===== config.mk =====
export PLATFORM = sky130hd
export DESIGN_NAME = tile_quad_uv_generator
export DESIGN_NICKNAME = d
export VERILOG_FILES = /design/src/rtl/core/tqg_pkg.sv /design/src/rtl/core/tqg_div.sv /design/src/rtl/core/tile_quad_uv_generator.sv
export SDC_FILE = /design/constraint.sdc
export NUM_CORES = 2
export LEC_CHECK = 0
export ABC_AREA = 1
export CAP_MARGIN = 10
export CORE_MARGIN = 1.5
export CORE_UTILIZATION = 31
export DETAILED_ROUTE_END_ITERATION = 12
export DONT_BUFFER_PORTS = 1
export GPL_ROUTABILITY_DRIVEN = 0
export PLACE_DENSITY = 0.49
export SLEW_MARGIN = 25
export SYNTH_ARGS = -nofsm -noshare
export SYNTH_HDL_FRONTEND = slang
export SYNTH_SLANG_ARGS = --single-unit
export TNS_END_PERCENT = 1

===== constraint.sdc =====
create_clock -name clk -period 10.3 [get_ports clk]
set_input_delay 1.545 -clock clk [delete_from_list [all_inputs] [get_ports clk]]
set_output_delay 1.545 -clock clk [all_outputs]
set_load 0.05 [all_outputs]

===== src/rtl/core/tqg_pkg.sv =====
// tqg_pkg: shared types, register codes, widths and helpers for the tile quad
// UV generator. No dependencies; used by tqg_div and tile_quad_uv_generator.
package tqg_pkg;

  localparam int VERTEX_COUNT_BITS_DEF = 18;
  localparam int ATLAS_INDEX_BITS_DEF  = 20;

  // field widths fixed by the stream format
  localparam int ATLAS_FIELD_BITS = 20;
  localparam int VNUM_BITS        = 18;
  localparam int UV_BITS          = 17;
  localparam int TPR_BITS         = 13;
  localparam int CFG_DATA_BITS    = 17;
  localparam int CFG_INDEX_BITS   = 3;
  localparam int S_TDATA_BITS     = 136;
  localparam int M_TDATA_BITS     = 200;

  localparam logic [UV_BITS-1:0] UV_MAX = '1;

  typedef enum logic [CFG_INDEX_BITS-1:0] {
    REG_STEP_U        = 3'd0,
    REG_STEP_V        = 3'd1,
    REG_SIZE_U        = 3'd2,
    REG_SIZE_V        = 3'd3,
    REG_MARGIN        = 3'd4,
    REG_TILES_PER_ROW = 3'd5,
    REG_TILE_WIDTH    = 3'd6,
    REG_TILE_HEIGHT   = 3'd7
  } cfg_reg_t;

  // divider status towards the sequencer
  typedef struct packed {
    logic busy;
    logic done;
  } div_stat_t;

  function automatic logic [UV_BITS-1:0] sat_uv(input logic [37:0] v);
    logic [UV_BITS-1:0] r;
    r = (v > 38'(UV_MAX)) ? UV_MAX : v[UV_BITS-1:0];
    return r;
  endfunction

  function automatic logic [31:0] sat_pos(input logic signed [34:0] v);
    logic [31:0] r;
    if (v > 35'sd2147483647)
      r = 32'h7fff_ffff;
    else if (v < -35'sd2147483648)
      r = 32'h8000_0000;
    else
      r = v[31:0];
    return r;
  endfunction

endpackage


===== src/rtl/core/tqg_div.sv =====
// tqg_div: restoring divider, one quotient bit per cycle, giving atlas row
// (quotient) and column (remainder). Depends on tqg_pkg.
module tqg_div #(
  parameter int IDX_BITS = tqg_pkg::ATLAS_INDEX_BITS_DEF
) (
  input  logic                          clk,
  input  logic                          rst,
  input  logic                          start,
  input  logic [IDX_BITS-1:0]           dividend,
  input  logic [tqg_pkg::TPR_BITS-1:0]  divisor,
  output logic [IDX_BITS-1:0]           quotient,
  output logic [tqg_pkg::TPR_BITS-1:0]  remainder,
  output tqg_pkg::div_stat_t            stat
);

  localparam int CntW = $clog2(IDX_BITS + 1);
  localparam int TprW = tqg_pkg::TPR_BITS;

  logic [CntW-1:0] cnt;
  logic [TprW-1:0] dvs;
  logic [TprW:0]   trial;
  logic            fits;

  // shift the next dividend bit into the partial remainder
  assign trial = {remainder, quotient[IDX_BITS-1]};
  assign fits  = trial >= {1'b0, dvs};

  always_ff @(posedge clk) begin
    if (rst) begin
      stat <= '0;
      cnt  <= '0;
    end else begin
      if (start) begin
        stat.busy <= 1'b1;
        stat.done <= 1'b0;
        cnt       <= CntW'(IDX_BITS);
        quotient  <= dividend;
        remainder <= '0;
        dvs       <= divisor;
      end else if (stat.busy) begin
        remainder <= fits ? TprW'(trial - {1'b0, dvs}) : trial[TprW-1:0];
        quotient  <= {quotient[IDX_BITS-2:0], fits};
        cnt       <= cnt - 1'b1;
        stat.done <= (cnt == CntW'(1));
        if (cnt == CntW'(1))
          stat.busy <= 1'b0;
      end else begin
        stat.done <= 1'b0;
      end
    end
  end

  a_start_busy: assert property (@(posedge clk) disable iff (rst)
    start |=> stat.busy)
    else $error("divider did not go busy after start");

  a_done_after_busy: assert property (@(posedge clk) disable iff (rst)
    stat.done |-> !stat.busy && $past(stat.busy))
    else $error("divider done without a preceding busy run");

  a_busy_counting: assert property (@(posedge clk) disable iff (rst)
    stat.busy |-> cnt != '0)
    else $error("divider busy with its bit count exhausted");

endmodule


===== src/rtl/core/tile_quad_uv_generator.sv =====
// tile_quad_uv_generator: turns one map tile into four textured quad vertices.
// Depends on tqg_pkg and tqg_div.
//
//  channel  | dir | handshake          | payload
//  ---------+-----+--------------------+-----------------------------------------
//  s_*      | in  | s_tvalid/s_tready  | tile: s_tdata fields, s_tuser flags
//  m_*      | out | m_tvalid/m_tready  | vertex: m_tdata fields, m_tlast
//  cfg_*    | in  | cfg_we             | register write, index and data
//
// A non-empty tile is processed in phases: the bit-serial divide over the index
// width in use (ATLAS_INDEX_BITS, at most 20), then the u step, v step, x and y
// position products on the one shared multiplier, then the four vertices in turn.
// An empty tile is taken without leaving the idle state. s_tready is high only
// between tiles.
// rst is synchronous and active high; it restores the register defaults and
// clears the vertex counter. A stalled m_tready holds the current vertex.
module tile_quad_uv_generator #(
  parameter int VERTEX_COUNT_BITS = tqg_pkg::VERTEX_COUNT_BITS_DEF,
  parameter int ATLAS_INDEX_BITS  = tqg_pkg::ATLAS_INDEX_BITS_DEF
) (
  input  logic                                     clk,
  input  logic                                     rst,
  input  logic                                     s_tvalid,
  output logic                                     s_tready,
  // grid_x, grid_y, atlas_index, flip_h, flip_v, flip_d, depth_offset,
  // normal_x_in, normal_y_in, normal_z_in, zero pad
  input  logic [tqg_pkg::S_TDATA_BITS-1:0]         s_tdata,
  // start_mesh, empty_tile
  input  logic [1:0]                               s_tuser,
  output logic                                     m_tvalid,
  input  logic                                     m_tready,
  // vertex_number, pos_x, pos_y, pos_z, normal_x_out, normal_y_out,
  // normal_z_out, tex_u, tex_v, zero pad
  output logic [tqg_pkg::M_TDATA_BITS-1:0]         m_tdata,
  // last_corner
  output logic                                     m_tlast,
  input  logic                                     cfg_we,
  input  logic [tqg_pkg::CFG_INDEX_BITS-1:0]       cfg_index,
  input  logic [tqg_pkg::CFG_DATA_BITS-1:0]        cfg_data
);

  localparam int FieldW = tqg_pkg::ATLAS_FIELD_BITS;
  localparam int IdxW   = (ATLAS_INDEX_BITS < FieldW) ? ATLAS_INDEX_BITS : FieldW;
  localparam int TprW   = tqg_pkg::TPR_BITS;
  localparam int UvW    = tqg_pkg::UV_BITS;
  localparam int VnW    = tqg_pkg::VNUM_BITS;

  typedef enum logic [1:0] {ST_IDLE, ST_DIV, ST_MUL, ST_EMIT} state_t;

  state_t state;

  // configuration
  logic [UvW-1:0]  step_u, step_v, size_u, size_v;
  logic [15:0]     margin, tile_w, tile_h;
  logic [TprW-1:0] tpr;

  // latched tile
  logic signed [15:0] gx, gy;
  logic               fh, fv, fd;
  logic [31:0]        depth;
  logic [15:0]        nx, ny, nz;

  // work registers
  logic [IdxW-1:0]        row;
  logic [TprW-1:0]        col;
  logic signed [38:0]     prod;
  logic [2:0]             mstep;
  logic [UvW-1:0]         u0, v0;
  logic signed [33:0]     px, py;
  logic [1:0]             corner;
  logic [VERTEX_COUNT_BITS-1:0] vcount;

  logic s_acc;
  assign s_tready = (state == ST_IDLE);
  assign s_acc    = s_tvalid && s_tready;

  // divider
  logic                  div_start;
  logic [IdxW-1:0]       div_q;
  logic [TprW-1:0]       div_r;
  logic [TprW-1:0]       divisor;
  tqg_pkg::div_stat_t    div_stat;

  assign div_start = s_acc && !s_tuser[1];
  assign divisor   = (tpr == '0) ? TprW'(1) : tpr;

  tqg_div #(.IDX_BITS(IdxW)) u_div (
    .clk       (clk),
    .rst       (rst),
    .start     (div_start),
    .dividend  (s_tdata[32 +: IdxW]),
    .divisor   (divisor),
    .quotient  (div_q),
    .remainder (div_r),
    .stat      (div_stat)
  );

  // shared multiplier operands: u step, v step, x position, y position
  logic signed [20:0] mul_a;
  logic signed [17:0] mul_b;

  always_comb begin
    case (mstep)
      3'd0: begin
        mul_a = $signed({{(21 - TprW){1'b0}}, col});
        mul_b = $signed({1'b0, step_u});
      end
      3'd1: begin
        mul_a = $signed({{(21 - IdxW){1'b0}}, row});
        mul_b = $signed({1'b0, step_v});
      end
      3'd2: begin
        mul_a = 21'(gx);
        mul_b = $signed({2'b00, tile_w});
      end
      3'd3: begin
        mul_a = 21'(gy);
        mul_b = $signed({2'b00, tile_h});
      end
      default: begin
        mul_a = '0;
        mul_b = '0;
      end
    endcase
  end

  logic [37:0] uv_sum;
  assign uv_sum = {22'b0, margin} + 38'(unsigned'(prod[37:0]));

  // corner selection
  logic [UvW-1:0] u1, v1, ua, ub, va, vb, cu, cv;
  logic           hsw, vsw, usel, vsel;
  logic [31:0]    cx, cy;

  assign u1  = tqg_pkg::sat_uv(38'({1'b0, u0}) + 38'({1'b0, size_u}));
  assign v1  = tqg_pkg::sat_uv(38'({1'b0, v0}) + 38'({1'b0, size_v}));
  // horizontal/vertical flip, each inverted by the diagonal flip
  assign hsw = fh ^ fd;
  assign vsw = fv ^ fd;
  assign ua  = hsw ? u1 : u0;
  assign ub  = hsw ? u0 : u1;
  assign va  = vsw ? v1 : v0;
  assign vb  = vsw ? v0 : v1;
  assign usel = fd ? !corner[1] : corner[0];
  assign vsel = fd ? corner[0] : !corner[1];
  assign cu  = usel ? ub : ua;
  assign cv  = vsel ? vb : va;
  assign cx  = tqg_pkg::sat_pos(35'(px) + (corner[0] ? 35'({1'b0, tile_w}) : 35'sd0));
  assign cy  = tqg_pkg::sat_pos(35'(py) + (corner[1] ? 35'({1'b0, tile_h}) : 35'sd0));

  logic [VERTEX_COUNT_BITS+VnW-1:0] vcount_ext;
  assign vcount_ext = {{VnW{1'b0}}, vcount};

  logic emit_load;
  assign emit_load = (state == ST_EMIT) && (!m_tvalid || m_tready);

  // configuration writes
  always_ff @(posedge clk) begin
    if (rst) begin
      step_u <= UvW'(65536);
      step_v <= UvW'(65536);
      size_u <= UvW'(65536);
      size_v <= UvW'(65536);
      margin <= '0;
      tpr    <= TprW'(1);
      tile_w <= 16'd256;
      tile_h <= 16'd256;
    end else if (cfg_we) begin
      case (cfg_index)
        tqg_pkg::REG_STEP_U:        step_u <= cfg_data;
        tqg_pkg::REG_STEP_V:        step_v <= cfg_data;
        tqg_pkg::REG_SIZE_U:        size_u <= cfg_data;
        tqg_pkg::REG_SIZE_V:        size_v <= cfg_data;
        tqg_pkg::REG_MARGIN:        margin <= cfg_data[15:0];
        tqg_pkg::REG_TILES_PER_ROW: tpr    <= cfg_data[TprW-1:0];
        tqg_pkg::REG_TILE_WIDTH:    tile_w <= cfg_data[15:0];
        tqg_pkg::REG_TILE_HEIGHT:   tile_h <= cfg_data[15:0];
        default: ;
      endcase
    end
  end

  // sequencer and output register
  always_ff @(posedge clk) begin
    if (rst) begin
      state    <= ST_IDLE;
      vcount   <= '0;
      m_tvalid <= 1'b0;
      mstep    <= '0;
      corner   <= '0;
    end else begin
      if (m_tvalid && m_tready && !emit_load)
        m_tvalid <= 1'b0;
      case (state)
        ST_IDLE: begin
          if (s_acc) begin
            if (s_tuser[0])
              vcount <= '0;
            gx    <= $signed(s_tdata[15:0]);
            gy    <= $signed(s_tdata[31:16]);
            fh    <= s_tdata[52];
            fv    <= s_tdata[53];
            fd    <= s_tdata[54];
            depth <= s_tdata[86:55];
            nx    <= s_tdata[102:87];
            ny    <= s_tdata[118:103];
            nz    <= s_tdata[134:119];
            if (!s_tuser[1])
              state <= ST_DIV;
          end
        end
        ST_DIV: begin
          if (div_stat.done) begin
            row   <= div_q;
            col   <= div_r;
            mstep <= '0;
            state <= ST_MUL;
          end
        end
        ST_MUL: begin
          prod  <= mul_a * mul_b;
          mstep <= mstep + 1'b1;
          // product of the previous step is ready now
          case (mstep)
            3'd1: u0 <= tqg_pkg::sat_uv(uv_sum);
            3'd2: v0 <= tqg_pkg::sat_uv(uv_sum);
            3'd3: px <= prod[33:0];
            3'd4: begin
              py     <= prod[33:0];
              corner <= '0;
              state  <= ST_EMIT;
            end
            default: ;
          endcase
        end
        ST_EMIT: begin
          if (emit_load) begin
            m_tvalid <= 1'b1;
            m_tlast  <= (corner == 2'd3);
            m_tdata  <= {4'b0, cv, cu, nz, ny, nx, depth, cy, cx, vcount_ext[VnW-1:0]};
            vcount   <= vcount + 1'b1;
            corner   <= corner + 1'b1;
            if (corner == 2'd3)
              state <= ST_IDLE;
          end
        end
        default: state <= ST_IDLE;
      endcase
    end
  end

  a_empty_keeps_count: assert property (@(posedge clk) disable iff (rst)
    s_acc && s_tuser[1] && !s_tuser[0] |=> vcount == $past(vcount))
    else $error("empty tile changed the vertex counter");

  a_start_clears: assert property (@(posedge clk) disable iff (rst)
    s_acc && s_tuser[0] |=> vcount == '0)
    else $error("mesh start did not clear the vertex counter");

  a_div_done_state: assert property (@(posedge clk) disable iff (rst)
    div_stat.done |-> state == ST_DIV)
    else $error("divider finished outside the divide phase");

  a_last_ends_tile: assert property (@(posedge clk) disable iff (rst)
    emit_load && corner == 2'd3 |=> state == ST_IDLE && m_tvalid && m_tlast)
    else $error("fourth vertex did not end the tile");

endmodule

=== Word-level counts from Yosys, hierarchy flattened ===
Cells that the tools add are included.

* Register bits after elaboration: 693
* Output and inout port bits: 203
* Word-level logic and storage cells: 174

* $add $sub $neg: 10
* Multipliers: 1
* Order comparisons: 8
* Equality and inequality tests: 23
* Muxes and demuxes: 46
* Bitwise logic cells: 4
* Reductions and logical operators: 42

{| class="wikitable"
|+ Operators with widths
! operator !! number
|-
| 17-bit 2-to-1 mux || 9
|-
| 21-bit one-hot mux with 4 select lines || 1
|-
| 34-bit by 17-bit adder with 35-bit output || 2
|-
| 35-bit by 32-bit greater-than comparator with 1-bit output (second input constant) || 2
|-
| 35-bit by 32-bit < comparator with 1-bit output (second input constant) || 2
|-
| 17-bit one-hot mux with 4 select lines || 1
|-
| 32-bit 2-to-1 mux || 2
|-
| 18-bit 2-to-1 mux || 3
|-
| 20-bit 2-to-1 mux || 2
|-
| 16-bit by 38-bit adder with 38-bit output || 1
|-
| 38-bit by 17-bit greater-than comparator with 1-bit output (second input constant) || 1
|-
| 21-bit by 18-bit multiplier with 38-bit output || 1
|-
| 17-bit by 17-bit adder with 18-bit output || 2
|-
| 18-bit by 17-bit greater-than comparator with 1-bit output (second input constant) || 2
|-
| 18-bit one-hot mux with 2 select lines || 1
|-
| 16-bit 2-to-1 mux || 2
|-
| 13-bit 2-to-1 mux || 2
|-
| 2-bit AND reduction || 12
|-
| 3-bit AND reduction || 8
|-
| 18-bit by 1-bit adder with 18-bit output (second input constant) || 1
|-
| 2-bit 2-to-1 mux || 9
|-
| 3-bit == test (second input constant) || 5
|-
| 14-bit by 13-bit greater-or-equal comparator with 1-bit output || 1
|-
| 13-bit zero test || 1
|-
| other kinds (29) || 61
|}

=== Logic depth before layout (Yosys ltp) ===
* Word-level depth: 8
* Depth in mapped cells: 36

=== Hierarchy ===
From an unflattened synthesis, not the netlist that was laid out.

* Cells, all modules: 4,813
* Area, all modules: 44,818.0 um2

{| class="wikitable"
|+ Modules (own cells, without submodules)
! module !! times used !! cells each !! area an instance (um2) !! sequential area each (um2)
|-
| tile_quad_uv_generator || 1 || 4,433 || 41,718.8 || 17,666.9
|-
| tqg_div || 1 || 380 || 3,099.2 || 1,521.5
|}

=== Worst setup path after synthesis ===
No wires, ideal clock.

* Kind: input to register
* From: input port rst
* To: register m_tdata[0] in the netlist's numbering, enable pin
* Library setup time: 758 ps
* Arrival: 10,142 ps
* Setup slack: -600 ps
* Stages on the path: 3
* Path buffers: 2
* Cell sequence: clkbuf_1 > clkbuf_1 > nor2_1

* Cells in the longest elaborated chain, start to end: 2

{| class="wikitable"
|+ Ends and longest elaborated chain
! element !! RTL line !! source
|-
| from (decl) || tile_quad_uv_generator.sv:22 || <nowiki>input logic rst,</nowiki>
|-
| 1-bit NOT (no line) || - ||
|-
| 3-bit AND reduction (no line) || - ||
|-
| to (signal assigned) || tile_quad_uv_generator.sv:240 || <nowiki>m_tdata <= {4'b0, cv, cu, nz, ny, nx, depth, cy, cx, vcount_ext[VnW-1:0]};</nowiki>
|-
| to (decl) || tile_quad_uv_generator.sv:34 || <nowiki>output logic [tqg_pkg::M_TDATA_BITS-1:0] m_tdata,</nowiki>
|}

Every way passes these cells.
A chain may end at the register's enable or synchronous reset.

=== Worst setup path after layout ===
* From: register mstep[1]
* To: register prod[32] (data pin)

* Cells in the longest elaborated chain, start to end: 3
* Elaborated cells between the ends (all ways): 7
* Those cells by class: 1 x mul; 3 x eq/ne; 2 x mux; 1 x reduce/logical

{| class="wikitable"
|+ Ends and longest elaborated chain
! element !! RTL line !! source
|-
| from (decl) || tile_quad_uv_generator.sv:67 || <nowiki>logic [2:0] mstep;</nowiki>
|-
| from (signal assigned) || tile_quad_uv_generator.sv:222 || <nowiki>mstep <= mstep + 1'b1;</nowiki>
|-
| 3-bit by 2-bit == test with 1-bit output, or another cell as far along || tile_quad_uv_generator.sv:103 || <nowiki>case (mstep)</nowiki>
|-
| 21-bit one-hot mux with 4 select lines / 17-bit one-hot mux with 4 select lines (equally long branches) || tile_quad_uv_generator.sv:103 ||
|-
| 21-bit by 18-bit multiplier with 38-bit output * || tile_quad_uv_generator.sv:221 || <nowiki>prod <= mul_a * mul_b;</nowiki>
|-
| to (signal assigned) || tile_quad_uv_generator.sv:221 ||
|-
| to (decl) || tile_quad_uv_generator.sv:66 || <nowiki>logic signed [38:0] prod;</nowiki>
|}

Mark *: on every way between the ends. The rest lies on a longest branch, timed or not.

==> flow_metrics.py <==
metrics = {
    "run_status": {
        "status": "finished clean",
    },
    "clock_tree": {
        "clk_latency_ns": 0.69,
        "tritoncts": "built",
        "cts.sinks": 693,
        "clk_pin_slew_ns": 0.06,
        "root_buffer": "clkbuf_16",
        "cts_hold_buf": 0,
        "cts.path.max_buffers": 3,
        "cts_buffers": 76,
        "cts-htree-levels": 3,
        "post-cts-setup-buffer-count": 0,
        "post_cts_resized": 0,
    },
    "route": {
        "drc": 0,
        "detail_route.wirelength_um": 128000,
        "via_per_inst": 4.72,
        "dr.pass1.iters": 6,
        "vias": 31819,
        "drt_iter0_drc": 2412,
        "final_antenna_net_count": 0,
        "wl_per_cell_um": 19.0,
    },
    "floorplan": {
        "num_rows": 139,
        "start_util_pct": 31.2,
        "pin_count": 366,
        "coreArea_sq_mm": 0.143,
        "die_area_sq_mm": 0.146,
        "die_height_um": 383,
        "fp.dieW_um": 383,
    },
    "worst_setup_path": {
        "worst_path_max_delay_cell": "a21oi_1",
        "cp.arrival_ns": 9.00,
        "path_class": "flop to flop",
        "rr_worst_depth": 27,
        "crit_top_cell": "fa_1",
        "reg2reg_slack_ns": 1.67,
        "cp.required_ns": 10.66,
        "worstPathMaxFanout": 17,
        "r2r_end": "prod[32]$_DFFE_PP_",
        "max_stage_delay_ns": 0.69,
        "end_kind": "flop",
        "r2r_start": "mstep[1]$_SDFFE_PP0P_",
        "start_kind": "flop",
    },
    "final_layout": {
        "final_cell_count_no_fill": 6736,
        "multiInputGateArea_sq_mm": 0.0218,
        "drive_gt1_share_pct": 5.59,
        "finalNetCount": 5486,
        "regArea_sq_mm": 0.0192,
        "nFillCells": 14789,
        "postLayoutCellArea_sq_mm": 0.0496,
        "syn2layout_area_growth_pct": 11.1,
    },
    "synth": {
        "synth.distinct_cells": 57,
        "postSynthAreaPerCell_sq_um": 9.38,
        "synth_edf_count": 531,
        "async_flop_share_pct": 0,
        "synth-main-ff-cell": "edfxtp_1",
        "ys_warn_count": 0,
        "syn-cell-area_sq_mm": 0.0447,
        "synthTopCellsByArea": "edfxtp_1 36%, fa_1 16%, nand2_1 8.0%",
        "ys_ff_latch": 693,
        "syn_inst": 4763,
        "yosysSeqAreaShare_pct": 42.9,
        "synth_top_area_share_pct": 35.7,
        "yosysTopAreaCell": "edfxtp_1",
    },
    "global_route": {
        "grt_pass1_wl_um": 195000,
        "grt_overflow": 0,
        "grt_pass1_vias": 32459,
        "grt_antenna_before_repair": 7,
        "grt_usage_pct": 17.5,
        "grt_max_degree": 146,
    },
    "hold_path": {
        "whs_endpoint": "m_tdata[101]$_DFFE_PP_",
        "min_from": "depth[19]$_DFFE_PP_",
        "hold_path.class": "flop to flop",
        "hold_depth": 0,
    },
    "timing": {
        "maxSlewViolCount": 0,
        "hold_viol": 0,
        "slew_headroom_pct": 30.7,
        "fin_crit_sh_pct": 83.8,
        "setup_viol": 0,
        "setup_tns_ns": 0,
        "fin_skew_ns": 0.0689,
        "rsz0062_at_grt": "false",
        "min_period_ns": 8.63,
        "max_freq_mhz": 116,
        "tightest_slew_ns": 1.04,
    },
    "placed_design": {
        "io_buffers": 0,
        "post-place-cells": 6588,
        "placed_cell_area_sq_mm": 0.0469,
        "hpwlAfterDp_um": 98700,
    },
    "power_and_ir_drop": {
        "cellPowerDensity_mw_per_mm2": 176,
        "p_leak_uw": 0.0212,
        "peakVddDrop_mv": 0.150,
    },
    "flow_run": {
        "drv_cap": 0,
    },
}
[area by class of cell]
| cell class | instances | area share, % |
|---|---|---|
| Antenna cell | 5 | 0.0252 |
| Sequential cell | 693 | 38.7 |
| Clock buffer | 87 | 4.00 |
| Multi-Input combinational cell | 3099 | 43.9 |
| Tap cell | 1903 | 4.80 |
| Timing Repair Buffer | 50 | 0.912 |
| Inverter | 845 | 6.39 |
| Clock inverter | 54 | 1.29 |
[cell families after synthesis]
| logic type | share of synthesized area [%] |
|---|---|
| simple gates | 16.4 |
| other cells | 0.00839 |
| fa+ha+maj | 21.6 |
| buf+inv | 8.45 |
| xor+xnor | 2.92 |
| flops | 42.9 |
| compound gates | 7.73 |
[cells in the mapped netlist (10+ instances only)]
master	count
nor2_2	12
nand3_2	18
clkbuf_1	83
clkinv_1	14
o22ai_1	42
nand3_1	118
nand3b_1	14
xor2_1	86
a21oi_1	248
xnor2_1	63
o21ai_2	10
nand2_2	13
nor3_1	39
nor2_1	523
nand2_1	952
buf_2	23
dfxtp_1	162
o21ai_0	221
a22o_1	22
edfxtp_1	531
buf_4	16
ha_1	201
inv_1	812
fa_1	357
a21o_1	11
nor4_1	12
o21ai_1	10
nand4_1	42
inv_2	19
[power breakdown]
part           total (uW)  internal, uW  leakage, uW  switching, uW
Sequential           3570          3300      0.00613            274
Combinational        2350           761       0.0138           1590
Clock                2830          1630      0.00126           1190
Total                8750          5690       0.0212           3060
[worst max-delay path: cells and delay by family, from the launching register on]
family	cells	cell delay [ns]
XOR/XNOR	1	0.10
flip-flops	1	0.34
AND/OR/NAND/NOR	5	0.77
AO/OA/AOI/OAI	6	2.00
buffers and inverters	6	1.06
adder cells (fa/ha/maj)	9	3.98
[how the worst max path moves through the flow]
stage                                startpoint                  to  slack, ns  cells after the start
after floorplan           mstep[2]$_SDFFE_PP0P_  prod[37]$_DFFE_PP_       2.59                     31
after global placement    mstep[2]$_SDFFE_PP0P_  prod[32]$_DFFE_PP_       1.64                     27
after detailed placement  mstep[2]$_SDFFE_PP0P_  prod[32]$_DFFE_PP_       1.71                     27
after CTS                 mstep[1]$_SDFFE_PP0P_  prod[32]$_DFFE_PP_       1.64                     27
after global routing      mstep[1]$_SDFFE_PP0P_  prod[37]$_DFFE_PP_       1.12                     28
final                     mstep[1]$_SDFFE_PP0P_  prod[32]$_DFFE_PP_       1.67                     27
[registers in the layout, indices dropped and copies added, names as in the netlist, 16 cells and up]
| name | flops |
|---|---|
| margin | 16 |
| gy | 16 |
| v0 | 17 |
| size_v | 17 |
| py | 34 |
| prod | 38 |
| tile_h | 16 |
| step_v | 17 |
| step_u | 17 |
| gx | 16 |
| size_u | 17 |
| m_tdata | 196 |
| nz | 16 |
| row | 20 |
| depth | 32 |
| ny | 16 |
| u_div.quotient | 20 |
| px | 34 |
| vcount | 18 |
| u0 | 17 |
| tile_w | 16 |
| nx | 16 |
[layout by cell type, fill, tap and decap left out, drive strengths merged, types with 42 or more instances in the layout]
| cell type | n |
|---|---|
| nand2 | 965 |
| inv | 834 |
| nor2 | 537 |
| edfxtp | 531 |
| fa | 357 |
| a21oi | 249 |
| o21ai | 241 |
| ha | 201 |
| dfxtp | 162 |
| nand3 | 136 |
| clkbuf | 87 |
| xor2 | 86 |
| xnor2 | 63 |
| clkinv | 51 |
| buf | 50 |
| o22ai | 43 |
| nand4 | 42 |
| nor3 | 42 |
[metrics by stage]
step | power [uW] | hold WS [ns] | util [%] | setup WS, ns
2_1_floorplan | 5210 | 0.400 | - | 2.59
3_3_place_gp | 5980 | 0.400 | 32.7 | 1.64
3_5_place_dp | 6010 | 0.405 | 32.8 | 1.71
4_1_cts | 8880 | 0.399 | 34.6 | 1.64
5_1_grt | 9270 | 0.409 | 34.6 | 1.12
6_report | 8750 | 0.400 | 34.6 | 1.67
[metal layers]
metal  share of wire, %  up-vias  global-route usage (%)
met3                5.3      185                    2.89
met2                 48      811                    29.9
met1                 43    15561                    22.4
li1                   -    15258                       -
met5              0.022        -                       0
met4                2.9        4                    5.64
(Power assumes the default switching activity.)
